File: src/design/bpc_pkg.sv
// ----------------------------------------------------------------------------
// bpc_pkg
// Shared types and constants of the button press classifier.
// ----------------------------------------------------------------------------
package bpc_pkg;

  localparam logic [2:0] K_START  = 3'd0;
  localparam logic [2:0] K_SHORT  = 3'd1;
  localparam logic [2:0] K_LONG   = 3'd2;
  localparam logic [2:0] K_VLONG  = 3'd3;
  localparam logic [2:0] K_DOUBLE = 3'd4;

  localparam logic [1:0] REG_WINDOW = 2'd0;
  localparam logic [1:0] REG_LONG   = 2'd1;
  localparam logic [1:0] REG_VLONG  = 2'd2;
  localparam logic [1:0] REG_MASKS  = 2'd3;

  // per-button entry of the state memory
  typedef struct packed {
    logic        active;
    logic [31:0] start;
    logic [2:0]  cls;
    logic        win_open;
    logic [31:0] win_start;
    logic [9:0]  level;
  } btn_state_t;

  typedef enum logic [2:0] {
    ST_IDLE, ST_READ, ST_DIV, ST_WRITE, ST_OUT
  } fsm_e;

  // divider request toward the iterative unit
  typedef struct packed {
    logic        start;
    logic [47:0] num;
    logic [31:0] den;
  } div_req_t;

  typedef struct packed {
    logic        done;
    logic [47:0] quo;
  } div_rsp_t;

endpackage

File: src/design/bpc_div.sv
// ----------------------------------------------------------------------------
// bpc_div
// Radix-4 restoring divider, unsigned 48 by 32 bits.
// ----------------------------------------------------------------------------
module bpc_div
  import bpc_pkg::*;
(
  input  logic     clk_i,
  input  logic     rst_ni,
  input  div_req_t req_i,
  output div_rsp_t rsp_o
);

  logic [47:0] quo_q, quo_d;
  logic [33:0] rem_q, rem_d;
  logic [31:0] den_q;
  logic [4:0]  cnt_q, cnt_d;
  logic        busy_q, busy_d, done_q, done_d;
  logic [33:0] r1, r2;
  logic [34:0] t1, t2;
  logic        q1, q2;

  always_comb begin
    r1 = {rem_q[32:0], quo_q[47]};
    t1 = {1'b0, r1} - {3'b0, den_q};
    q1 = !t1[34];
    if (q1) r1 = t1[33:0];
    r2 = {r1[32:0], quo_q[46]};
    t2 = {1'b0, r2} - {3'b0, den_q};
    q2 = !t2[34];
    if (q2) r2 = t2[33:0];
    rem_d  = rem_q;
    quo_d  = quo_q;
    cnt_d  = cnt_q;
    busy_d = busy_q;
    done_d = 1'b0;
    if (req_i.start) begin
      rem_d  = '0;
      quo_d  = req_i.num;
      cnt_d  = 5'd0;
      busy_d = 1'b1;
    end else if (busy_q) begin
      rem_d = r2;
      quo_d = {quo_q[45:0], q1, q2};
      cnt_d = cnt_q + 5'd1;
      if (cnt_q == 5'd23) begin
        busy_d = 1'b0;
        done_d = 1'b1;
      end
    end
  end

  always_ff @(posedge clk_i or negedge rst_ni) begin
    if (!rst_ni) begin
      busy_q <= 1'b0;
      done_q <= 1'b0;
      cnt_q  <= '0;
    end else begin
      busy_q <= busy_d;
      done_q <= done_d;
      cnt_q  <= cnt_d;
    end
  end

  always_ff @(posedge clk_i) begin
    rem_q <= rem_d;
    quo_q <= quo_d;
    if (req_i.start) den_q <= req_i.den;
  end

  assign rsp_o.done = done_q;
  assign rsp_o.quo  = quo_q;

endmodule

File: src/design/button_press_classifier.sv
// ----------------------------------------------------------------------------
// button_press_classifier
// Grades button polls as press start, short, long, very long or double press.
// ----------------------------------------------------------------------------
// Usage:
//   s_axis carries one poll beat: button index, level, timestamp, held time.
//   m_axis returns exactly one result beat per poll: event flag, button,
//   release flag, event kind, Q2.8 hold progress and the sticky redraw flag.
//   Configuration registers are written through cfg_we_i / cfg_idx_i /
//   cfg_data_i while no poll is in flight.
// Timing:
//   The result beat is offered once the poll beat has passed through one
//   memory read, the radix-4 divider (24 steps plus done), a write-back
//   and the output load. The divider sets the rate; one poll is in flight
//   at a time, and a new poll is taken only after the last result beat.
//   A poll for an out-of-range button skips straight to the output load.
//   The result sits in an output register; s_axis_tready rises again once
//   that register is free, so a stalled receiver holds the block.
// Reset:
//   Per-button state is held in a small memory with a valid bit per entry;
//   reset clears the valid bits, so an invalid entry reads as all zero.
//   Registers return to 300 / 1000 / 5000 / 0.
// ----------------------------------------------------------------------------
module button_press_classifier
  import bpc_pkg::*;
#(
  parameter int NUM_BUTTONS  = 3,
  parameter int MIN_PRESS_MS = 10
) (
  input  logic        clk_i,
  input  logic        rst_ni,
  input  logic        s_axis_tvalid,
  output logic        s_axis_tready,
  // [1:0] button_index, [2] button_down, [34:3] now_ms, [66:35] held_ms
  input  logic [71:0] s_axis_tdata,
  output logic        m_axis_tvalid,
  input  logic        m_axis_tready,
  // [0] event_valid, [2:1] event_button, [3] event_released,
  // [6:4] event_kind, [16:7] hold_progress, [17] redraw_needed
  output logic [23:0] m_axis_tdata,
  input  logic        cfg_we_i,
  input  logic [1:0]  cfg_idx_i,
  input  logic [15:0] cfg_data_i
);

  localparam int BW = (NUM_BUTTONS > 1) ? $clog2(NUM_BUTTONS) : 1;

  logic [15:0] win_q, long_q, vlong_q;
  logic [14:0] masks_q;

  always_ff @(posedge clk_i or negedge rst_ni) begin
    if (!rst_ni) begin
      win_q   <= 16'd300;
      long_q  <= 16'd1000;
      vlong_q <= 16'd5000;
      masks_q <= '0;
    end else if (cfg_we_i) begin
      unique case (cfg_idx_i)
        REG_WINDOW: win_q   <= cfg_data_i;
        REG_LONG:   long_q  <= cfg_data_i;
        REG_VLONG:  vlong_q <= cfg_data_i;
        REG_MASKS:  masks_q <= cfg_data_i[14:0];
        default: ;
      endcase
    end
  end

  // latched poll
  logic [1:0]  bidx_q;
  logic        down_q;
  logic [31:0] now_q, held_q;
  logic        inr;
  logic [BW-1:0] addr;
  assign addr = BW'(bidx_q);

  // state memory
  btn_state_t mem_q [NUM_BUTTONS];
  logic [NUM_BUTTONS-1:0] vld_q;
  btn_state_t rd_q, cur, nxt;
  logic        rdv_q;
  logic        we;

  always_ff @(posedge clk_i) begin
    if (we) mem_q[addr] <= nxt;
    rd_q <= mem_q[addr];
  end

  fsm_e st_q, st_d;
  div_req_t dreq;
  div_rsp_t drsp;

  bpc_div u_div (.clk_i(clk_i), .rst_ni(rst_ni), .req_i(dreq), .rsp_o(drsp));

  // mask of this button
  logic [4:0] m;
  always_comb begin
    m = '0;
    for (int i = 0; i < 3; i++)
      if (int'(bidx_q) == i) m = masks_q[5*i +: 5];
  end

  assign cur = rdv_q ? rd_q : '0;

  // progress setup
  logic [31:0] mint, d, e;
  logic [16:0] s;
  logic        above, low_part, sat;
  always_comb begin
    // floor(long / 5) by reciprocal multiply, exact for 16-bit operands
    mint = 32'(MIN_PRESS_MS) + (({16'd0, long_q} * 32'd52429) >> 18);
    above = held_q > mint;
    d = held_q - mint;
    low_part = (d <= {16'd0, long_q}) && (long_q != 16'd0);
    sat = vlong_q <= long_q;
    e = d - {16'd0, long_q};
    s = {1'b0, vlong_q} - {1'b0, long_q};
    dreq.start = (st_q == ST_READ);
    dreq.num = low_part ? {8'd0, d, 8'd0} : {8'd0, e, 8'd0};
    dreq.den = low_part ? {16'd0, long_q} : {15'd0, s};
  end

  logic [9:0] prog;
  always_comb begin
    if (low_part) prog = 10'(drsp.quo);
    else if (sat || drsp.quo >= 48'd256) prog = 10'd512;
    else prog = 10'd256 + 10'(drsp.quo);
  end

  function automatic logic kb(logic [4:0] mk, logic [2:0] k);
    return (k <= K_DOUBLE) ? mk[k] : 1'b0;
  endfunction

  // classification and update
  logic ev, rel, redraw_q, redraw_set;
  logic [2:0] kind, g, cls;
  logic [31:0] dt, wgap;
  always_comb begin
    nxt = cur;
    ev = 1'b0; rel = 1'b0; kind = K_START;
    dt = now_q - cur.start;
    if (dt >= 32'(MIN_PRESS_MS) && dt < {16'd0, long_q}) g = K_SHORT;
    else if (dt >= {16'd0, long_q} && dt < {16'd0, vlong_q}) g = K_LONG;
    else if (dt >= {16'd0, vlong_q}) g = K_VLONG;
    else g = K_START;
    cls = cur.cls;
    if (down_q) begin
      if (!cur.active) begin
        nxt.active = 1'b1; nxt.start = now_q; nxt.cls = K_START;
        if (m[K_START]) ev = 1'b1;
      end else if (g != cur.cls) begin
        nxt.cls = g;
        if (kb(m, g)) begin ev = 1'b1; kind = g; end
      end
    end else if (cur.active) begin
      if (m[K_DOUBLE] && cls == K_SHORT) begin
        if (cur.win_open && (now_q - cur.win_start) < {16'd0, win_q}) begin
          cls = K_DOUBLE; nxt.win_open = 1'b0; nxt.win_start = '0;
        end else begin
          cls = K_START; nxt.win_open = 1'b1; nxt.win_start = now_q;
        end
      end else begin
        nxt.win_open = 1'b0; nxt.win_start = '0;
      end
      if (m[K_LONG] && !m[K_VLONG] && cls == K_VLONG) cls = K_LONG;
      if (cls != K_START && kb(m, cls)) begin ev = 1'b1; rel = 1'b1; kind = cls; end
      nxt.active = 1'b0; nxt.start = '0; nxt.cls = K_START;
    end
    wgap = now_q - nxt.win_start;
    if (!down_q && m[K_SHORT] && nxt.win_open && wgap >= {16'd0, win_q}) begin
      nxt.win_open = 1'b0; nxt.win_start = '0;
      ev = 1'b1; rel = 1'b1; kind = K_SHORT;
    end
    redraw_set = 1'b0;
    if (above) begin
      if (prog != cur.level) begin
        nxt.level = prog;
        if (m[K_LONG] || m[K_VLONG]) redraw_set = 1'b1;
      end
    end else if (cur.level != 10'd0) begin
      nxt.level = '0; redraw_set = 1'b1;
    end
  end

  // sequencer
  always_comb begin
    st_d = st_q;
    unique case (st_q)
      ST_IDLE:  if (s_axis_tvalid && s_axis_tready) st_d = inr ? ST_READ : ST_OUT;
      ST_READ:  st_d = ST_DIV;
      ST_DIV:   if (drsp.done) st_d = ST_WRITE;
      ST_WRITE: st_d = ST_OUT;
      ST_OUT:   if (!m_axis_tvalid || m_axis_tready) st_d = ST_IDLE;
      default:  st_d = ST_IDLE;
    endcase
  end

  assign we = (st_q == ST_WRITE);
  assign s_axis_tready = (st_q == ST_IDLE) && !m_axis_tvalid;

  logic [23:0] res_q;
  logic        ov_q;
  always_ff @(posedge clk_i or negedge rst_ni) begin
    if (!rst_ni) begin
      st_q <= ST_IDLE; vld_q <= '0; rdv_q <= 1'b0; redraw_q <= 1'b0; ov_q <= 1'b0;
    end else begin
      st_q <= st_d;
      if (st_q == ST_READ) rdv_q <= vld_q[addr];
      if (we) begin
        vld_q[addr] <= 1'b1;
        if (redraw_set) redraw_q <= 1'b1;
      end
      if (m_axis_tvalid && m_axis_tready) ov_q <= 1'b0;
      if (st_q == ST_OUT && st_d == ST_IDLE) ov_q <= 1'b1;
    end
  end

  always_comb inr = int'(s_axis_tdata[1:0]) < NUM_BUTTONS;

  logic        ev_q, rel_q;
  logic [2:0]  kind_q;
  logic [9:0]  lvl_q;
  always_ff @(posedge clk_i) begin
    if (s_axis_tvalid && s_axis_tready) begin
      bidx_q <= s_axis_tdata[1:0];
      down_q <= s_axis_tdata[2];
      now_q  <= s_axis_tdata[34:3];
      held_q <= s_axis_tdata[66:35];
      ev_q <= 1'b0; rel_q <= 1'b0; kind_q <= K_START; lvl_q <= '0;
    end
    if (we) begin
      ev_q <= ev; rel_q <= rel; kind_q <= kind; lvl_q <= nxt.level;
    end
    if (st_q == ST_OUT && st_d == ST_IDLE)
      res_q <= (int'(bidx_q) < NUM_BUTTONS)
        ? {6'd0, (redraw_q | (we & redraw_set)), lvl_q, kind_q, rel_q, bidx_q, ev_q}
        : {6'd0, 18'd0};
  end

  assign m_axis_tvalid = ov_q;
  assign m_axis_tdata  = res_q;

endmodule

File: config.mk
export PLATFORM = sky130hd
export DESIGN_NAME = button_press_classifier
export DESIGN_NICKNAME = d
export VERILOG_FILES = /design/src/design/bpc_pkg.sv /design/src/design/bpc_div.sv /design/src/design/button_press_classifier.sv
export SDC_FILE = /design/constraint.sdc
export NUM_CORES = 2
export LEC_CHECK = 0
export BUFFER_PORTS_ARGS = -buffer_cell sky130_fd_sc_hd__buf_2
export CORE_AREA = 2 2 277 279
export DETAILED_ROUTE_END_ITERATION = 10
export DIE_AREA = 0 0 279 281
export PLACE_DENSITY = 0.68
export SYNTH_ARGS = -nofsm -noshare
export SYNTH_HDL_FRONTEND = slang
export SYNTH_SLANG_ARGS = --single-unit
File: constraint.sdc
create_clock -name clk_i -period 22.1 [get_ports clk_i]
set_clock_uncertainty 0.2 [all_clocks]
set_input_delay 2.21 -clock clk_i [delete_from_list [all_inputs] [get_ports clk_i]]
set_output_delay 2.21 -clock clk_i [all_outputs]
set_load 0.01 [all_outputs]
==> results.md <==
* H-Tree Depth at 3
* Vias in the first global route at 28300
* Worst path slowest cell: or4_1
* Core ar. at 0.0754 mm²
* Worst setup path start: long_q[8]$_DFFE_PN1P_
* Slew Viols, Final at 0
* Synth area leaders: edfxtp_1 30%, ha_1 12%, dfxtp_1 5.5%
* Cts hold-fix bufs at 0
* Total track usage at 0.259
* CP arrival at 13.52 ns
* RR Startpoint: long_q[8]$_DFFE_PN1P_
* Register area share after synthesis at 0.403
* TritonCTS clock tree: done
* Clock slew at reported path FFs at 0.06 ns
* Top-area cell type share of the netlist area at 0.299
* Slew HR at 0.381
* #FFs+latches synth at 593
* Die area at 0.0784 mm²
* Gates resized, CTS repair at 0
* HP Class: flop to flop
* Antenna cell count at 0
* Class of the most critical setup path: flop to flop
* DP Area at 0.0418 mm²
* Initial DRC Count at 2772
* Setup TNS at 0 ns
* Io pins at 121
* DPL Wire Length at 75.3 mm
* Most common library cells after synthesis: 402 x edfxtp_1, 399 x nand2_1, 379 x ha_1
* Cell Area, Synth at 0.0404 mm²
* Root Buffer Master: clkbuf_16
* CTS max path bufs at 3
* Worst path max stage delay at 0.65 ns
* Starting Density at 0.536
* Mapped Cells at 4055
* Final period utilization at 0.606
* Yosys cell types at 96
* CP endpoint kind: flop
* Die width at 279 µm
* CP Max Fanout at 7
* CP Launch Type: flop
* Fillers at 6460
* Ys flop type: edfxtp_1
* Worst slew pin tran at 0.926 ns
* Initial antenna violation count at 1
* FMAX at 74.7 MHz
* Port Buf Inserts at 109
* Number of max-cap violations at 0
* Syn avg cell area at 9.97 µm²
* Most frequent cell after synthesis: edfxtp_1
* Status: finished clean
* Die Height at 281 µm
* Sequential Area at 0.0163 mm²
* Clock latency on the worst-skew pair at 0.62 ns
* Mean routed wirelength per cell at 19.9 µm
* Via-to-Cell Ratio at 5.96
* Unrepaired setup endpoints after global routing: false
* Share of cells above drive strength 1 at 0.0882
* Critical Path End: m_axis_tdata[17]$_SDFFCE_PP0P_
* Yosys synthesis warning count at 0
* Pin count of the biggest net entering global routing at 93
* Worst reg2reg endpoint: m_axis_tdata[17]$_SDFFCE_PP0P_
* Reg2Reg Depth at 39
* 1st-pass router iterations at 7
* Routed WL at 102 mm
* GR Overflow Total at 0
* Async set or reset register ratio after synthesis at 0.133
* R2R Setup Slk at 8.71 ns
* Num CTS Buffers at 68
* # Post-CTS Setup Buffers at 0
* Fin area at 0.0441 mm²
* Final hold vios at 0
* Syn-to-layout area delta at 9.11%
* Via count at 30600
* Routed Antenna Nets at 0
* # rows at 101
* Setup-failing EPs final at 0
* Area leader, netlist: edfxtp_1
* Multi-input gate area at 0.0223 mm²
* First-pass GRT wire length at 160 mm
* CP required at 22.23 ns
* Final min period at 13.39 ns
* GP Congestion at 0.924
* CTS sink cnt at 593
* Final net count at 4669
* Drt drc at 0
* Number of flops mapped to enable cells by yosys at 402
-- worst min path at each step --
stage | from | depth (start not counted) | endpoint | slack [ns]
global route | mem_q[2][21]$_DFFE_PP_ | 2 | rd_q[21]$_DFF_P_ | 0.26
CTS | mem_q[2][11]$_DFFE_PP_ | 2 | rd_q[11]$_DFF_P_ | 0.24
global placement | mem_q[2][36]$_DFFE_PP_ | 2 | rd_q[36]$_DFF_P_ | 0.22
detailed placement | mem_q[2][59]$_DFFE_PP_ | 2 | rd_q[59]$_DFF_P_ | 0.23
floorplan | mem_q[2][77]$_DFFE_PP_ | 2 | rd_q[77]$_DFF_P_ | 0.22
finish | mem_q[2][52]$_DFFE_PP_ | 2 | rd_q[52]$_DFF_P_ | 0.24
-- flip-flops by register name, indices dropped and copies added, names as in the netlist, 10 cells and up --
register / cells
mem_q: 237
rd_q: 79
u_div.quo_q: 48
u_div.rem_q: 33
held_q: 32
now_q: 32
m_axis_tdata: 18
u_div.den_q: 17
long_q: 16
vlong_q: 16
win_q: 16
masks_q: 15
lvl_q: 10
-- per-layer routing --
layer | part of all wire | vias up | track usage
li1 | - | 14900 | -
met4 | 0.018 | 2 | 0.0569
met1 | 0.49 | 14700 | 0.396
met2 | 0.42 | 930 | 0.385
met3 | 0.068 | 119 | 0.0431
met5 | 0.00012 | - | 0
-- through the flow --
| step | worst slack (ns) | instances | hold WS [ns] | util |
|---|---|---|---|---|
| 6_report | 8.71 | 5141 | 0.239 | 0.585 |
| 5_1_grt | 8.16 | 5141 | 0.260 | 0.585 |
| 4_1_cts | 8.89 | 5141 | 0.242 | 0.585 |
| 3_5_place_dp | 8.93 | 5015 | 0.231 | 0.555 |
| 3_3_place_gp | 9.09 | 5015 | 0.224 | 0.555 |
| 2_1_floorplan | 10.95 | 4060 | 0.218 | - |
-- worst max-delay path, delay by kind of cell, from the launching register on --
family | cells | cell delay, ns
AO/OA/AOI/OAI | 12 | 3.21
XOR/XNOR | 4 | 1.06
adder cells (fa/ha/maj) | 9 | 4.08
buffers and inverters | 5 | 0.45
flip-flops | 1 | 0.61
multiplexers | 1 | 0.42
AND/OR/NAND/NOR | 8 | 3.06
-- kinds of logic after synthesis --
family / Yosys count / share of synthesized area
adder cells (fa/ha/maj): 467 / 0.161
multiplexers: 184 / 0.0475
AO/OA/AOI/OAI: 975 / 0.155
XOR/XNOR: 209 / 0.0453
AND/OR/NAND/NOR: 1153 / 0.142
other: 1 / 0.0000928
flip-flops: 593 / 0.403
buffers and inverters: 473 / 0.0455
-- cells in the final DEF (no fill, tap or decap), types with 35 or more instances in the layout --
cell and n:
nor2b_1 66, and2_1 61, nor4_1 41, edfxtp_1 402
ha_1 379, dfrtp_1 62, inv_1 306, a211oi_1 49
o21ai_0 287, a21o_1 81, xor2_1 82, o21a_1 35
dfxtp_1 112, buf_2 108, nand2b_1 39, nand4_1 60
clkbuf_16 71, nor3_1 62, a22o_1 36, xnor2_1 127
mux2_2 54, nand2_1 399, a31oi_1 40, mux2i_1 127
a21oi_1 202, nor2_1 216, fa_1 88, nand3_1 58
-- layout make-up --
cell class / instances / area share
multi-input combinational: 2994 / 0.507
sequential: 593 / 0.370
clock buffer: 86 / 0.0422
tap: 978 / 0.0277
inverter: 308 / 0.0262
timing repair buffer: 142 / 0.0180
clock inverter: 40 / 0.00913
Power is left out: the tool's default activity adds up to more than one toggle a clock period on the data nets, which glitch-free logic cannot reach.
